### src/hw/rtl/flip_segment_update_sequencer_assert.svh
// ----------------------------------------------------------------------------
// Flip segment sequencer assertion macros
// Shorthand for clocked, reset-qualified concurrent checks.
// ----------------------------------------------------------------------------
`ifndef FLIP_SEGMENT_UPDATE_SEQUENCER_ASSERT_SVH
`define FLIP_SEGMENT_UPDATE_SEQUENCER_ASSERT_SVH

// same-cycle implication
`define FSU_ASSERT_NOW(name, clk, rstn, ante, cons, msg) \
  name: assert property (@(posedge clk) disable iff (!rstn) (ante) |-> (cons)) \
    else $error(msg);

// next-cycle implication
`define FSU_ASSERT_NEXT(name, clk, rstn, ante, cons, msg) \
  name: assert property (@(posedge clk) disable iff (!rstn) (ante) |=> (cons)) \
    else $error(msg);

`endif

### src/hw/rtl/fsu_pkg.sv
// ----------------------------------------------------------------------------
// fsu_pkg
// Shared constants, types and the glyph table of the flip segment sequencer.
// ----------------------------------------------------------------------------
package fsu_pkg;

  localparam int DIGITS        = 4;
  localparam int SEGMENTS      = 7;
  localparam int DIGIT_W       = 3;
  localparam int DIGIT_AW      = (DIGITS > 1) ? $clog2(DIGITS) : 1;
  localparam int SYMBOL_W      = 5;
  localparam int SEG_W         = 3;
  localparam int PORT_W        = 8;
  localparam int CMP_W         = 16;
  localparam int ELAPSED_W     = 19;
  localparam int CFG_IDX_W     = 2;
  localparam int CHIP_SEL_BASE = 4;
  localparam int PULLUP_BIT    = 3;

  // reset contents of every digit: all segments shown
  localparam logic [SEGMENTS-1:0] PATTERN_RESET = '1;

  localparam logic [CMP_W-1:0] SET_CMP_RESET = 16'd250;
  localparam logic [CMP_W-1:0] CLR_CMP_RESET = 16'd125;
  localparam logic [CMP_W-1:0] HOLD_RESET    = 16'd400;

  typedef enum logic [CFG_IDX_W-1:0] {
    CFG_SET_CMP = 2'd0,
    CFG_CLR_CMP = 2'd1,
    CFG_HOLD    = 2'd2
  } cfg_idx_e;

  // pattern store write port
  typedef struct packed {
    logic                en;
    logic [DIGIT_AW-1:0] addr;
    logic [SEGMENTS-1:0] data;
  } pat_wr_t;

  // hold time accumulator control
  typedef struct packed {
    logic clear;
    logic add;
  } acc_ctrl_t;

  // symbol to segments, bit 0 = a ... bit 6 = g; unknown codes are blank
  function automatic logic [SEGMENTS-1:0] glyph(input logic [SYMBOL_W-1:0] sym);
    logic [SEGMENTS-1:0] g;
    unique case (sym)
      5'd0:    g = 7'h3F;
      5'd1:    g = 7'h06;
      5'd2:    g = 7'h5B;
      5'd3:    g = 7'h4F;
      5'd4:    g = 7'h66;
      5'd5:    g = 7'h6D;
      5'd6:    g = 7'h7D;
      5'd7:    g = 7'h07;
      5'd8:    g = 7'h7F;
      5'd9:    g = 7'h6F;
      5'd10:   g = 7'h77;
      5'd11:   g = 7'h7C;
      5'd12:   g = 7'h39;
      5'd13:   g = 7'h5E;
      5'd14:   g = 7'h79;
      5'd15:   g = 7'h71;
      5'd17:   g = 7'h40;
      default: g = 7'h00;
    endcase
    return g;
  endfunction

endpackage

### src/hw/rtl/fsu_pattern_store.sv
// ----------------------------------------------------------------------------
// fsu_pattern_store
// Holds the segment pattern currently shown on each digit.
// ----------------------------------------------------------------------------
module fsu_pattern_store (
  input  logic                                   clk_i,
  input  logic                                   rst_ni,
  input  logic [fsu_pkg::DIGIT_AW-1:0]           rd_addr_i,
  output logic [fsu_pkg::SEGMENTS-1:0]           rd_data_o,
  input  fsu_pkg::pat_wr_t                       wr_i
);

  logic [fsu_pkg::SEGMENTS-1:0] pat_q [fsu_pkg::DIGITS];

  // one register per digit, all segments shown after reset
  always_ff @(posedge clk_i or negedge rst_ni) begin
    if (!rst_ni) begin
      for (int i = 0; i < fsu_pkg::DIGITS; i++) begin
        pat_q[i] <= fsu_pkg::PATTERN_RESET;
      end
    end else if (wr_i.en) begin
      pat_q[wr_i.addr] <= wr_i.data;
    end
  end

  assign rd_data_o = pat_q[rd_addr_i];

endmodule

### src/hw/rtl/fsu_hold_acc.sv
// ----------------------------------------------------------------------------
// fsu_hold_acc
// Shared adder that accumulates the hold time over one word's actuations.
// ----------------------------------------------------------------------------
module fsu_hold_acc (
  input  logic                            clk_i,
  input  logic                            rst_ni,
  input  fsu_pkg::acc_ctrl_t              ctrl_i,
  input  logic [fsu_pkg::CMP_W-1:0]       hold_ms_i,
  output logic [fsu_pkg::ELAPSED_W-1:0]   sum_o
);

  logic [fsu_pkg::ELAPSED_W-1:0] acc_q, acc_d;

  // running total plus one more hold period
  assign sum_o = acc_q + fsu_pkg::ELAPSED_W'(hold_ms_i);

  always_comb begin
    acc_d = acc_q;
    if (ctrl_i.clear) begin
      acc_d = '0;
    end else if (ctrl_i.add) begin
      acc_d = sum_o;
    end
  end

  always_ff @(posedge clk_i or negedge rst_ni) begin
    if (!rst_ni) begin
      acc_q <= '0;
    end else begin
      acc_q <= acc_d;
    end
  end

endmodule

### src/hw/rtl/flip_segment_update_sequencer.sv
// A word is registered on acceptance and its pattern is compared with the stored
// one; then the segment scan issues at most one actuation per cycle, a..g in
// order, and holds while the output stalls. A new word is taken only when the
// scan has ended at the highest changed segment, or straight after the compare
// if nothing changes; a word with an out-of-range digit is taken and dropped.
// Reset (async, active low): all digits read as fully shown, registers reload.
// ----------------------------------------------------------------------------
// flip_segment_update_sequencer
// Decodes a symbol for one digit and sequences the segment flips it needs.
// ----------------------------------------------------------------------------
`include "flip_segment_update_sequencer_assert.svh"

module flip_segment_update_sequencer (
  input  logic                                 clk_i,
  input  logic                                 rst_ni,
  // configuration
  input  logic                                 cfg_valid_i,
  output logic                                 cfg_ready_o,
  input  logic [fsu_pkg::CFG_IDX_W-1:0]        cfg_index_i,
  input  logic [fsu_pkg::CMP_W-1:0]            cfg_data_i,
  // input words
  input  logic                                 in_valid_i,
  output logic                                 in_stall_o,
  input  logic [fsu_pkg::DIGIT_W-1:0]          digit_index_i,
  input  logic [fsu_pkg::SYMBOL_W-1:0]         symbol_i,
  // actuation words
  output logic                                 out_valid_o,
  input  logic                                 out_stall_i,
  output logic [fsu_pkg::PORT_W-1:0]           port_value_o,
  output logic [fsu_pkg::SEG_W-1:0]            segment_number_o,
  output logic                                 drive_on_o,
  output logic [fsu_pkg::CMP_W-1:0]            pwm_compare_o,
  output logic [fsu_pkg::ELAPSED_W-1:0]        elapsed_ms_o,
  output logic                                 last_o
);

  typedef enum logic [1:0] {
    ST_IDLE,
    ST_LOAD,
    ST_SCAN
  } state_e;

  localparam logic [fsu_pkg::DIGIT_W-1:0] DigitLimit = fsu_pkg::DIGIT_W'(fsu_pkg::DIGITS);
  localparam logic [fsu_pkg::SEG_W-1:0]   SegLast    = fsu_pkg::SEG_W'(fsu_pkg::SEGMENTS - 1);

  // configuration registers, always ready
  logic [fsu_pkg::CMP_W-1:0] set_cmp_q, clr_cmp_q, hold_q;

  assign cfg_ready_o = 1'b1;

  always_ff @(posedge clk_i or negedge rst_ni) begin
    if (!rst_ni) begin
      set_cmp_q <= fsu_pkg::SET_CMP_RESET;
      clr_cmp_q <= fsu_pkg::CLR_CMP_RESET;
      hold_q    <= fsu_pkg::HOLD_RESET;
    end else if (cfg_valid_i && cfg_ready_o) begin
      unique case (cfg_index_i)
        fsu_pkg::CFG_SET_CMP: set_cmp_q <= cfg_data_i;
        fsu_pkg::CFG_CLR_CMP: clr_cmp_q <= cfg_data_i;
        fsu_pkg::CFG_HOLD:    hold_q    <= cfg_data_i;
        default: ;
      endcase
    end
  end

  // sequencer state and registered outputs
  state_e                          state_q, state_d;
  logic [fsu_pkg::DIGIT_AW-1:0]    digit_q, digit_d;
  logic [fsu_pkg::SEGMENTS-1:0]    next_q, next_d;
  logic [fsu_pkg::SEGMENTS-1:0]    diff_q, diff_d;
  logic [fsu_pkg::SEG_W-1:0]       seg_q, seg_d;
  logic                            out_valid_q, out_valid_d;
  logic [fsu_pkg::PORT_W-1:0]      port_q, port_d;
  logic [fsu_pkg::SEG_W-1:0]       segnum_q, segnum_d;
  logic                            drive_q, drive_d;
  logic [fsu_pkg::CMP_W-1:0]       pwm_q, pwm_d;
  logic [fsu_pkg::ELAPSED_W-1:0]   elapsed_q, elapsed_d;
  logic                            last_q, last_d;

  logic                            in_accept;
  logic                            out_free;
  logic                            out_load;
  logic                            seg_hit;
  logic                            seg_last;
  logic                            seg_on;
  logic [fsu_pkg::SEGMENTS-1:0]    stored_pat;
  logic [fsu_pkg::ELAPSED_W-1:0]   acc_sum;
  logic [fsu_pkg::PORT_W-1:0]      chip_sel;
  fsu_pkg::pat_wr_t                pat_wr;
  fsu_pkg::acc_ctrl_t              acc_ctrl;

  assign in_stall_o = (state_q != ST_IDLE);
  assign in_accept  = in_valid_i && !in_stall_o;
  assign out_free   = !out_valid_q || !out_stall_i;

  fsu_pattern_store u_store (
    .clk_i     (clk_i),
    .rst_ni    (rst_ni),
    .rd_addr_i (digit_q),
    .rd_data_o (stored_pat),
    .wr_i      (pat_wr)
  );

  fsu_hold_acc u_acc (
    .clk_i     (clk_i),
    .rst_ni    (rst_ni),
    .ctrl_i    (acc_ctrl),
    .hold_ms_i (hold_q),
    .sum_o     (acc_sum)
  );

  // current segment of the scan
  assign seg_hit  = diff_q[seg_q];
  assign seg_on   = next_q[seg_q];
  assign seg_last = (((diff_q >> seg_q) >> 1) == '0);
  assign out_load = (state_q == ST_SCAN) && seg_hit && out_free;
  assign chip_sel = fsu_pkg::PORT_W'(1) << (fsu_pkg::CHIP_SEL_BASE + int'(digit_q));

  // new pattern goes to the store once the difference is captured
  assign pat_wr.en   = (state_q == ST_LOAD);
  assign pat_wr.addr = digit_q;
  assign pat_wr.data = next_q;

  assign acc_ctrl.clear = (state_q == ST_LOAD);
  assign acc_ctrl.add   = out_load;

  always_comb begin
    state_d     = state_q;
    digit_d     = digit_q;
    next_d      = next_q;
    diff_d      = diff_q;
    seg_d       = seg_q;
    out_valid_d = out_valid_q && out_stall_i;
    port_d      = port_q;
    segnum_d    = segnum_q;
    drive_d     = drive_q;
    pwm_d       = pwm_q;
    elapsed_d   = elapsed_q;
    last_d      = last_q;

    unique case (state_q)
      ST_IDLE: begin
        if (in_accept && (digit_index_i < DigitLimit)) begin
          digit_d = digit_index_i[fsu_pkg::DIGIT_AW-1:0];
          next_d  = fsu_pkg::glyph(symbol_i);
          state_d = ST_LOAD;
        end
      end
      ST_LOAD: begin
        diff_d  = next_q ^ stored_pat;
        seg_d   = '0;
        state_d = ((next_q ^ stored_pat) == '0) ? ST_IDLE : ST_SCAN;
      end
      ST_SCAN: begin
        if (!seg_hit) begin
          seg_d = seg_q + 1'b1;
          if (seg_q == SegLast) begin
            state_d = ST_IDLE;
          end
        end else if (out_free) begin
          out_valid_d = 1'b1;
          port_d      = chip_sel | (fsu_pkg::PORT_W'(1) << fsu_pkg::PULLUP_BIT)
                      | fsu_pkg::PORT_W'({seg_q[0], seg_q[1], seg_q[2]});
          segnum_d    = seg_q;
          drive_d     = seg_on;
          pwm_d       = seg_on ? set_cmp_q : clr_cmp_q;
          elapsed_d   = acc_sum;
          last_d      = seg_last;
          seg_d       = seg_q + 1'b1;
          if (seg_last) begin
            state_d = ST_IDLE;
          end
        end
      end
      default: state_d = ST_IDLE;
    endcase
  end

  always_ff @(posedge clk_i or negedge rst_ni) begin
    if (!rst_ni) begin
      state_q     <= ST_IDLE;
      digit_q     <= '0;
      next_q      <= '0;
      diff_q      <= '0;
      seg_q       <= '0;
      out_valid_q <= 1'b0;
      port_q      <= '0;
      segnum_q    <= '0;
      drive_q     <= 1'b0;
      pwm_q       <= '0;
      elapsed_q   <= '0;
      last_q      <= 1'b0;
    end else begin
      state_q     <= state_d;
      digit_q     <= digit_d;
      next_q      <= next_d;
      diff_q      <= diff_d;
      seg_q       <= seg_d;
      out_valid_q <= out_valid_d;
      port_q      <= port_d;
      segnum_q    <= segnum_d;
      drive_q     <= drive_d;
      pwm_q       <= pwm_d;
      elapsed_q   <= elapsed_d;
      last_q      <= last_d;
    end
  end

  assign out_valid_o      = out_valid_q;
  assign port_value_o     = port_q;
  assign segment_number_o = segnum_q;
  assign drive_on_o       = drive_q;
  assign pwm_compare_o    = pwm_q;
  assign elapsed_ms_o     = elapsed_q;
  assign last_o           = last_q;

  // checks
  `FSU_ASSERT_NEXT(a_valid_digit_loads, clk_i, rst_ni,
    in_accept && (digit_index_i < DigitLimit), state_q == ST_LOAD,
    "accepted digit did not start a compare")
  `FSU_ASSERT_NEXT(a_last_ends_scan, clk_i, rst_ni,
    out_load && seg_last, state_q == ST_IDLE && out_valid_q && last_q,
    "final actuation did not end the scan")
  `FSU_ASSERT_NOW(a_scan_has_work, clk_i, rst_ni,
    state_q == ST_SCAN, diff_q != '0,
    "scan running with no segment to flip")
  `FSU_ASSERT_NOW(a_scan_seg_range, clk_i, rst_ni,
    state_q == ST_SCAN, seg_q <= SegLast,
    "segment counter out of range")

endmodule

### config.mk
export PLATFORM = sky130hd
export DESIGN_NAME = flip_segment_update_sequencer
export DESIGN_NICKNAME = d
export VERILOG_FILES = /design/src/hw/rtl/fsu_pkg.sv /design/src/hw/rtl/fsu_pattern_store.sv /design/src/hw/rtl/fsu_hold_acc.sv /design/src/hw/rtl/flip_segment_update_sequencer.sv
export VERILOG_INCLUDE_DIRS = /design/src /design/src/hw/rtl
export SDC_FILE = /design/constraint.sdc
export NUM_CORES = 1
export LEC_CHECK = 0
export ABC_AREA = 0
export BUFFER_PORTS_ARGS = -buffer_cell sky130_fd_sc_hd__buf_2
export CORE_MARGIN = 3
export CORE_UTILIZATION = 59
export DETAILED_ROUTE_END_ITERATION = 10
export PLACE_DENSITY = 0.85
export SLEW_MARGIN = 20
export SYNTH_ARGS = -nofsm -noshare
export SYNTH_HDL_FRONTEND = slang
export SYNTH_SLANG_ARGS = --single-unit
export TNS_END_PERCENT = 100
### constraint.sdc
create_clock -name clk_i -period 5.45 [get_ports clk_i]
set_input_delay 0.8175 -clock clk_i [delete_from_list [all_inputs] [get_ports clk_i]]
set_output_delay 0.8175 -clock clk_i [all_outputs]
set_load 0.02 [all_outputs]
==> out/metrics.csv, run 1 <==
metric;value;unit
report.final.slew_viol_count;0;
chipHeight;121.4;um
clkSlewWorstSetupHoldPaths;60;ps
holdPathStages;2;
starting_utilization_of_the_core_area;0.6123;
grt_start_max_net_pins;109;
io_buffer_count;80;
synth_area;7853;um^2
critical_path.reg2reg.startpoint;seg_q[2]$_DFFE_PN0P_;
clock-skew-final;8.746;ps
die_w;121.4;um
cts-buffers-inserted;17;
yosysUniqueCellTypes;59;
synth_flop_cell;sky130_fd_sc_hd__dfrtp_1;
layout-area-overhead-vs-synth;13.37;%
critical_path.slowest_cell;sky130_fd_sc_hd__nand2_4;
io_pins;82;
reg2reg_slack;2450;ps
critical_path.max_stage_delay;750;ps
final-setup-viol-count;0;
dp_cells;912;
die_area;14730;um^2
timing.critical_path.arrival;3260;ps
slew_headroom;0.2325;
hold_violations;0;
timing.setup.tns;0;ps
synth_nets;748;
yosys_register_bits;162;
global_route_wire_length_before_repair;28230;um
power_density;559.3;nW/um^2
number_of_antenna_repair_diodes;0;
hold-worst-slack;474.7;ps
outcome;finished clean;
grt_pass1_vias;5747;
library_cell_used_as_clock_root_buffer;sky130_fd_sc_hd__clkbuf_16;
slew_at_the_pin_closest_to_its_max_slew_limit;1143;ps
min_period_over_period;0.5497;
drt_iter0_drc;462;
synth-seq-area-share;0.5231;
core_area;12820;um^2
timing.max_cap.violations;0;
place_congestion;0.8312;
depth_of_the_most_critical_reg_to_reg_path;6;
critical_path_required;5710;ps
dp_slack;2525;ps
final_net_count;815;
worstPathMaxFanout;100;
cell_leakage_power;0.004221;uW
firstDrtPassIters;5;
synth.area.top_cells;sky130_fd_sc_hd__dfrtp_1 (38%), sky130_fd_sc_hd__dfstp_2 (14%), sky130_fd_sc_hd__mux2_2 (11%);
hold-path-endpoint;elapsed_ms_o[14]$_DFFE_PN0P_;
drt-vias-per-instance;5.865;
cts.sinks;162;
ctsHoldBuffers;0;
wl_per_cell;18.22;um
remaining_drc_errors;0;
overflow;0;
setup_repair_after_global_routing_missed_its_margin;false;
synth_top_cell_by_area;sky130_fd_sc_hd__dfrtp_1;
antenna_violating_nets_post_route;0;
layout_min_cycle_time;2996;ps
dr_total_vias;5537;
finish.cell_count_without_fillers;944;
path_class;reg2reg;
drive_gt1_frac;0.3251;
post_cts.resized_instances;0;
synth-warning-count;0;
maximum_clock_frequency;333.8;MHz
area_share_of_the_leading_cell_type_in_the_synthesized_netlist;0.3792;
floorplan.rows;41;
cts_h_tree_depth;4;
tritoncts;built;
r2r-end;elapsed_ms_o[15]$_DFFE_PN0P_;
worstHoldPathType;reg2reg;
post-dp-hpwl;11360;um
number_of_enable_type_register_cells_in_the_synthesized_netlist;0;
crit_path_end_kind;flop;
track_usage;0.2453;
cp_cell_sequence;mux2_1 > mux4_2 > nand2_4 > nor2_1 > mux2i_1 > o311ai_1;
cts_setup_buffers;0;
antenna_found_initial;0;
postRouteWirelength;17200;um
clk-insertion-delay-late;430;ps
worst_setup_path_start_kind;flop;
cts-root-to-sink-buffers;2;
setup_slack;2454;ps
async_set_reset_flop_share_out_of_synthesis;1.000;
hold_path.startpoint;elapsed_ms_o[14]$_DFFE_PN0P_;
maximum_vdd_drop;0.2554;mV
syn_avg_cell_area;11.35;um^2
gate_count_of_the_mapped_netlist;692;
how the worst max path moves through the flow:
stage / startpoint / endpoint / slack, ps / depth (start not counted)
6_report: seg_q[2]$_DFFE_PN0P_ / elapsed_ms_o[15]$_DFFE_PN0P_ / 2450 / 6
5_1_grt: seg_q[2]$_DFFE_PN0P_ / elapsed_ms_o[15]$_DFFE_PN0P_ / 2230 / 6
4_1_cts: seg_q[2]$_DFFE_PN0P_ / elapsed_ms_o[15]$_DFFE_PN0P_ / 2490 / 6
3_5_place_dp: seg_q[2]$_DFFE_PN0P_ / elapsed_ms_o[15]$_DFFE_PN0P_ / 2530 / 6
3_3_place_gp: seg_q[2]$_DFFE_PN0P_ / u_acc.acc_q[15]$_DFFE_PN0P_ / 2700 / 6
2_1_floorplan: cfg_index_i[0] / set_cmp_q[0]$_DFFE_PN0P_ / 3160 / 3
stage by stage:
stage               instance area, um^2  power (uW)    util
finish                             8902        4979  0.6941
global route                       8902        5277  0.6941
CTS                                8902        4986  0.6941
detailed placement                 8337        3810  0.6500
global placement                   8337        3692  0.6500
floorplan                          7853        3293       -
critical path: cells and delay by family (launching register included):
family | cells | cell delay [ps]
flip-flops | 1 | 630
AND/OR/NAND/NOR | 2 | 830
multiplexers | 3 | 1170
AO/OA/AOI/OAI | 1 | 140
where the power goes:
group	switching, uW	total (uW)	internal (uW)
Clock	466	1150	683
Sequential	355	2010	1660
Combinational	1040	1820	776
cell families (layout without fill, tap and decap cells):
logic type               count (synthesis)  after routing  share of synthesized area
flip-flops                             162            162                     0.5231
XOR/XNOR                                13             13                    0.01450
adder cells (fa/ha/maj)                 25             25                    0.04079
multiplexers                           113            113                     0.1714
other                                    1              1                  0.0004776
AO/OA/AOI/OAI                          137            137                     0.1111
AND/OR/NAND/NOR                        192            192                     0.1093
buffers and inverters                   49            129                    0.02932
synthesized netlist by cell type, drive strengths merged (7+ instances only):
master and number:
clkbuf 16, mux4 9, a31oi 7, nor2b 7
dfstp 43, nor3 7, xnor2 10, mux2i 22
dfrtp 119, o21ai 50, a21o 9, nand2 115
ha 24, a21oi 29, buf 20, mux2 82
inv 13, and3 7, o31ai 7, nand3 12
nor2 18
routing by layer:
metal | up-vias | GRT usage | routed length (um)
li1 | 2603 | - | -
met1 | 2759 | 0.3139 | 7411
met2 | 136 | 0.4076 | 8655
met3 | 39 | 0.05221 | 689
met4 | 0 | 0.1001 | 439
met5 | - | 0 | 0
flip-flops by register name, indices dropped and copies added (netlist names):
name / flops
u_store.pat_q: 28
elapsed_ms_o: 19
u_acc.acc_q: 19
clr_cmp_q: 16
hold_q: 16
pwm_compare_o: 16
set_cmp_q: 16
port_value_o: 8
diff_q: 7
next_q: 7
seg_q: 3
digit_q: 2
state_q: 2
drive_on_o: 1
last_o: 1
out_valid_o: 1
placed cells by master (no fill, tap or decap), types with 4 or more instances in the layout:
master	instances
sky130_fd_sc_hd__clkinv_2	4
sky130_fd_sc_hd__mux2_2	79
sky130_fd_sc_hd__mux2i_1	22
sky130_fd_sc_hd__nor2b_1	7
sky130_fd_sc_hd__clkbuf_1	4
sky130_fd_sc_hd__dfrtp_1	119
sky130_fd_sc_hd__and3_1	7
sky130_fd_sc_hd__nand3b_1	4
sky130_fd_sc_hd__a31oi_1	7
sky130_fd_sc_hd__dfstp_2	43
sky130_fd_sc_hd__buf_2	79
sky130_fd_sc_hd__mux4_2	9
sky130_fd_sc_hd__o21a_1	4
sky130_fd_sc_hd__o21bai_1	5
sky130_fd_sc_hd__buf_4	4
sky130_fd_sc_hd__nor2_1	18
sky130_fd_sc_hd__nand2_1	114
sky130_fd_sc_hd__nor3_1	7
sky130_fd_sc_hd__clkbuf_16	17
sky130_fd_sc_hd__xnor2_1	10
sky130_fd_sc_hd__inv_1	13
sky130_fd_sc_hd__ha_1	24
sky130_fd_sc_hd__nand4_1	4
sky130_fd_sc_hd__nand3_1	12
sky130_fd_sc_hd__o21ai_1	24
sky130_fd_sc_hd__and2_1	5
sky130_fd_sc_hd__o31ai_1	7
sky130_fd_sc_hd__o21ai_0	25
sky130_fd_sc_hd__a21o_1	9
sky130_fd_sc_hd__nand2b_1	5
sky130_fd_sc_hd__a21oi_1	29
cell type report:
cell class                 count  area [um^2]
clock buffer                  22        454.2
multi-input combinational    481         3528
clock inverter                10        111.4
fill                         889         3923
inverter                      13        48.80
sequential                   162         4108
tap                          172        215.2
timing repair buffer          84        436.7
Power figures use the tool's default switching activity.
==> run 2, diff against run 1 <==
--- a/config.mk
+++ b/config.mk
@@ -9,9 +9,9 @@
 export ABC_AREA = 0
 export BUFFER_PORTS_ARGS = -buffer_cell sky130_fd_sc_hd__buf_2
 export CORE_MARGIN = 3
-export CORE_UTILIZATION = 59
+export CORE_UTILIZATION = 53
 export DETAILED_ROUTE_END_ITERATION = 10
-export PLACE_DENSITY = 0.85
+export PLACE_DENSITY = 0.81
 export SLEW_MARGIN = 20
 export SYNTH_ARGS = -nofsm -noshare
 export SYNTH_HDL_FRONTEND = slang
==> constraint.sdc (replaced) <==
create_clock -name clk_i -period 2.65 [get_ports clk_i]
set_input_delay 0.3975 -clock clk_i [delete_from_list [all_inputs] [get_ports clk_i]]
set_output_delay 0.3975 -clock clk_i [all_outputs]
set_load 0.02 [all_outputs]
==> run 2 against run 1 <==
Register-to-register slack worse by 2300 ps; critical path type unchanged; via count is 4.1% higher; non-clock buffer count is 17 higher; power is 110% higher.
==> out/metrics.csv, run 2 (synthesized netlist as in run 1, its figures left out) <==
metric;value;unit
outcome;finished clean;
r2r-end;u_acc.acc_q[12]$_DFFE_PN0P_;
final_design_area_no_fill;9075;um^2
clk-insertion-delay-late;430;ps
antenna_found_initial;0;
path_class;reg2reg;
cts.sinks;162;
die_area;16310;um^2
drt-vias-per-instance;5.946;
final_core_utilization;0.6389;
report.final.slew_viol_count;0;
remaining_drc_errors;0;
firstDrtPassIters;7;
grt_pass1_vias;5919;
dp_cells;936;
timing.max_cap.violations;0;
antenna_violating_nets_post_route;0;
cts-root-to-sink-buffers;2;
clock-skew-final;8.957;ps
final-setup-viol-count;0;
final_common_cell;sky130_fd_sc_hd__dfrtp_1;
hold-path-endpoint;digit_q[1]$_DFFE_PN0P_;
clkSlewWorstSetupHoldPaths;70;ps
cts_h_tree_depth;4;
wl_per_cell;18.73;um
critical_path_required;3010;ps
slew_headroom;0.5520;
min_period_over_period;0.9376;
grt_start_max_net_pins;62;
maximum_clock_frequency;402.5;MHz
tritoncts;built;
core_area;14200;um^2
setup_repair_after_global_routing_missed_its_margin;false;
slew_at_the_pin_closest_to_its_max_slew_limit;672.1;ps
drive_gt1_frac;0.3447;
critical_path.max_stage_delay;530;ps
chipHeight;127.7;um
global_route_wire_length_before_repair;29570;um
worst_setup_path_start_kind;flop;
io_pins;82;
floorplan.rows;43;
starting_utilization_of_the_core_area;0.5529;
post-dp-hpwl;12720;um
placement.cell_area;8492;um^2
worstHoldPathType;in2reg;
timing.setup.tns;0;ps
largest_register_ffs;28;
crit_path_start;hold_q[4]$_DFFE_PN1P_;
drt_iter0_drc;391;
cell_leakage_power;0.004317;uW
maximum_vdd_drop;0.6762;mV
die_w;127.7;um
final_net_count;832;
final_cell_mix;sky130_fd_sc_hd__dfrtp_1 (119), sky130_fd_sc_hd__nand2_1 (114), sky130_fd_sc_hd__mux2_2 (79), sky130_fd_sc_hd__buf_2 (79), sky130_fd_sc_hd__dfstp_2 (43);
holdPathStages;3;
overflow;0;
power_density;1140;nW/um^2
timing.critical_path.arrival;2840;ps
hold_violations;0;
layout-area-overhead-vs-synth;15.57;%
critical_path.slowest_cell;sky130_fd_sc_hd__dfstp_2;
postRouteWirelength;18150;um
io_buffer_count;80;
finish.cell_count_without_fillers;969;
reg2reg_slack;170;ps
critical_path.reg2reg.startpoint;hold_q[4]$_DFFE_PN1P_;
cts-buffers-inserted;17;
largest_register;u_store.pat_q;
library_cell_used_as_clock_root_buffer;sky130_fd_sc_hd__clkbuf_16;
crit_path_end_kind;flop;
number_of_antenna_repair_diodes;0;
worstPathMaxFanout;5;
layout_min_cycle_time;2485;ps
dr_total_vias;5762;
depth_of_the_most_critical_reg_to_reg_path;7;
hold_path.startpoint;digit_index_i[1];
cp_cell_sequence;ha_1 > a21o_1 > and2_1 > o41a_1 > a31oi_1 > mux2_2 > a21oi_1;
place_congestion;0.9394;
track_usage;0.2297;
==> run 2: changes by cell type in the layout (fill, tap and decap cells not counted), sizes merged <==
cell,before,now
clkbuf,22,18
clkinv,5,6
dlygate4sd3,0,1
buf,84,100
inv,13,17
bufinv,2,1
==> run 2: repair_timing <==
| action | in CTS | in global routing |
|---|---|---|
| setup buffers | 0 | 0 |
| hold endpoints to repair | 31 | 0 |
| resized for setup | 0 | 1 |
| hold buffers | 1 | 0 |
| setup endpoints to repair | 0 | 1 |
==> run 2: metal layers <==
metal  GRT usage  up-vias  routed length [um]
met4      0.1192        0                 639
met2      0.3937      191                9386
li1            -     2636                   -
met3     0.04542       50                 941
met5           0        -                   0
met1      0.2744     2885                7181
==> run 2: power by group <==
group	total (uW)	internal (uW)	switching, uW	leakage, uW
clock network	2360	1330	1030	0.000273
logic	3890	1680	2210	0.00209
registers	4100	3410	692	0.00195
==> run 2: worst max-delay path by stage <==
stage,depth (start not counted),slack (ps),endpoint
2_1_floorplan,7,380,u_acc.acc_q[12]$_DFFE_PN0P_
4_1_cts,9,170,u_acc.acc_q[18]$_DFFE_PN0P_
3_5_place_dp,9,180,u_acc.acc_q[18]$_DFFE_PN0P_
3_3_place_gp,7,250,u_acc.acc_q[12]$_DFFE_PN0P_
6_report,7,170,u_acc.acc_q[12]$_DFFE_PN0P_
5_1_grt,9,20,u_acc.acc_q[18]$_DFFE_PN0P_
==> run 2: metrics by stage <==
stage,power (uW),setup WS [ps],hold slack [ps]
2_1_floorplan,6772,380.2,101.9
3_3_place_gp,7757,248.7,395.9
3_5_place_dp,7993,176.5,408.1
4_1_cts,10370,166.2,144.1
5_1_grt,10940,23.62,171.3
6_report,10350,165.4,152.0
==> run 2: cell type report <==
| type | count | area, um^2 |
|---|---|---|
| inverter | 13 | 48.80 |
| tap | 180 | 225.2 |
| clock buffer | 18 | 439.2 |
| clock inverter | 14 | 128.9 |
| timing repair buffer | 101 | 591.8 |
| multi-input combinational | 481 | 3533 |
| fill | 1057 | 5129 |
| sequential | 162 | 4108 |
==> run 2: worst max-delay path: cells and delay by family (launching register included) <==
kind | cells | cell delay [ps]
AO/OA/AOI/OAI | 4 | 1050
flip-flops | 1 | 530
adder cells (fa/ha/maj) | 1 | 280
AND/OR/NAND/NOR | 1 | 180
multiplexers | 1 | 370
==> run 3, diff against run 2 <==
--- a/config.mk
+++ b/config.mk
@@ -12,6 +12,7 @@
 export CORE_UTILIZATION = 53
 export DETAILED_ROUTE_END_ITERATION = 10
 export PLACE_DENSITY = 0.81
+export RECOVER_POWER = 100
 export SLEW_MARGIN = 20
 export SYNTH_ARGS = -nofsm -noshare
 export SYNTH_HDL_FRONTEND = slang
==> run 3 against run 2 <==
The flow now finishes with violations (capacitance limit, slew limit); critical path depth unchanged; fmax is 0.76% lower; clock power barely moved; critical path type unchanged; flip-flop and latch count did not move; clock-buffer cell count did not move; via count fell by 0.33%; worst setup slack lost 19 ps; power decreased by 1.4%.
==> out/metrics.csv, run 3 (synthesized netlist as in run 1, its figures left out) <==
metric;value;unit
outcome;finished, violations left;
failed_checks;capacitance limit, slew limit;
number_of_antenna_repair_diodes;0;
clock-skew-final;8.804;ps
firstDrtPassIters;7;
cts.sinks;162;
power_density;1139;nW/um^2
antenna_found_initial;0;
largest_register;u_store.pat_q;
power.total;10210;uW
path_class;reg2reg;
cts_h_tree_depth;4;
die_area;16310;um^2
tritoncts;built;
post-dp-hpwl;12720;um
track_usage;0.2297;
worstHoldPathType;in2reg;
dp_cells;936;
io_pins;82;
drt-vias-per-instance;5.927;
slew_at_the_pin_closest_to_its_max_slew_limit;1587;ps
cts-root-to-sink-buffers;2;
chipHeight;127.7;um
library_cell_used_as_clock_root_buffer;sky130_fd_sc_hd__clkbuf_16;
timing.critical_path.arrival;2860;ps
antenna_violating_nets_post_route;0;
layout_min_cycle_time;2504;ps
setup_slack;146.4;ps
grt_start_max_net_pins;62;
cts-buffers-inserted;17;
layout-area-overhead-vs-synth;14.07;%
finish.cell_count_without_fillers;969;
overflow;0;
final.fill_count;1113;
final_cell_mix;sky130_fd_sc_hd__dfrtp_1 (119), sky130_fd_sc_hd__nand2_1 (114), sky130_fd_sc_hd__mux2_2 (78);
drt_iter0_drc;398;
die_w;127.7;um
place_congestion;0.9394;
critical_path_required;3010;ps
timing.max_cap.violations;1;
final-setup-viol-count;0;
hold_violations;0;
drive_gt1_frac;0.2662;
postRouteWirelength;18260;um
slew_headroom;-0.05821;
clkSlewWorstSetupHoldPaths;60;ps
worstPathMaxFanout;5;
maximum_clock_frequency;399.4;MHz
final_common_cell;sky130_fd_sc_hd__dfrtp_1;
final_net_count;832;
remaining_drc_errors;0;
timing.setup.tns;0;ps
starting_utilization_of_the_core_area;0.5529;
hold-worst-slack;150.0;ps
cell_leakage_power;0.004097;uW
dp_slack;176.5;ps
io_buffer_count;80;
global_route_wire_length_before_repair;29570;um
report.final.slew_viol_count;62;
wl_per_cell;18.84;um
worst_setup_path_start_kind;flop;
grt_pass1_vias;5919;
floorplan.rows;43;
crit_path_end_kind;flop;
largest_register_ffs;28;
setup_repair_after_global_routing_missed_its_margin;false;
min_period_over_period;0.9447;
clk-insertion-delay-late;430;ps
core_area;14200;um^2
maximum_vdd_drop;0.6792;mV
dr_total_vias;5743;
## run 3: changes by cell type in the layout (fill, tap and decap cells not counted), moves of 2 or more
cell,delta
sky130_fd_sc_hd__buf_2,-51
sky130_fd_sc_hd__buf_4,-13
sky130_fd_sc_hd__clkbuf_1,+60
sky130_fd_sc_hd__clkbuf_2,+4
sky130_fd_sc_hd__o21ai_0,+21
sky130_fd_sc_hd__o21ai_1,-21
sky130_fd_sc_hd__o311ai_0,+2
sky130_fd_sc_hd__o311ai_1,-2
## run 3: power breakdown
part | switching (uW) | internal, uW
registers | 704 | 3410
logic | 2180 | 1560
clock network | 1030 | 1330
total | 3920 | 6290
## run 3: critical path, cell delays in order, from the launching register on
cell	delay [ps]
sky130_fd_sc_hd__dfstp_2	530
sky130_fd_sc_hd__ha_1	280
sky130_fd_sc_hd__a21o_1	200
sky130_fd_sc_hd__and2_0	190
sky130_fd_sc_hd__o41a_1	490
sky130_fd_sc_hd__a31oi_1	250
sky130_fd_sc_hd__mux2_1	360
sky130_fd_sc_hd__a21oi_1	130
## run 3: stage by stage
step	util	instance area (um^2)
after detailed placement	0.5979	8492
after CTS	0.6386	9070
after global routing	0.6306	8957
final	0.6306	8957
after global placement	0.5979	8492
after floorplan	-	7853
## run 3: final cells by class
type | instances | area, um^2 | area share
Sequential cell | 162 | 4108 | 0.4586
Clock buffer | 18 | 439.2 | 0.04903
Multi-Input combinational cell | 481 | 3527 | 0.3938
Timing Repair Buffer | 101 | 480.5 | 0.05364
Tap cell | 180 | 225.2 | 0.02514
Inverter | 13 | 48.80 | 0.005448
Clock inverter | 14 | 128.9 | 0.01439
## run 3: final timing paths
check | from | slack [ps] | depth (start not counted) | endpoint
setup / recovery | hold_q[4]$_DFFE_PN1P_ | 150 | 7 | u_acc.acc_q[12]$_DFFE_PN0P_
hold / removal | digit_index_i[1] | 150 | 3 | digit_q[1]$_DFFE_PN0P_
setup reg to reg | hold_q[4]$_DFFE_PN1P_ | 150 | 7 | u_acc.acc_q[12]$_DFFE_PN0P_
hold reg to reg | port_value_o[3]$_DFFE_PN0P_ | 470 | 1 | port_value_o[3]$_DFFE_PN0P_
max in group asynchronous | rst_ni | 330 | 3 | set_cmp_q[14]$_DFFE_PN0P_
min in group asynchronous | rst_ni | 880 | 2 | elapsed_ms_o[17]$_DFFE_PN0P_
## run 3: per-layer routing
layer,share of wire,vias to the layer above,global-route usage
met2,0.52,187,0.3937
met5,0,-,0
met4,0.035,0,0.1192
met3,0.051,43,0.04542
met1,0.40,2881,0.2744
li1,-,2632,-
## run 3: repair_timing
action | in CTS | in global routing
gates resized for setup | 0 | 1
hold endpoints to repair | 31 | 0
hold buffers | 1 | 0
setup buffers | 0 | 0
setup endpoints to repair | 0 | 1
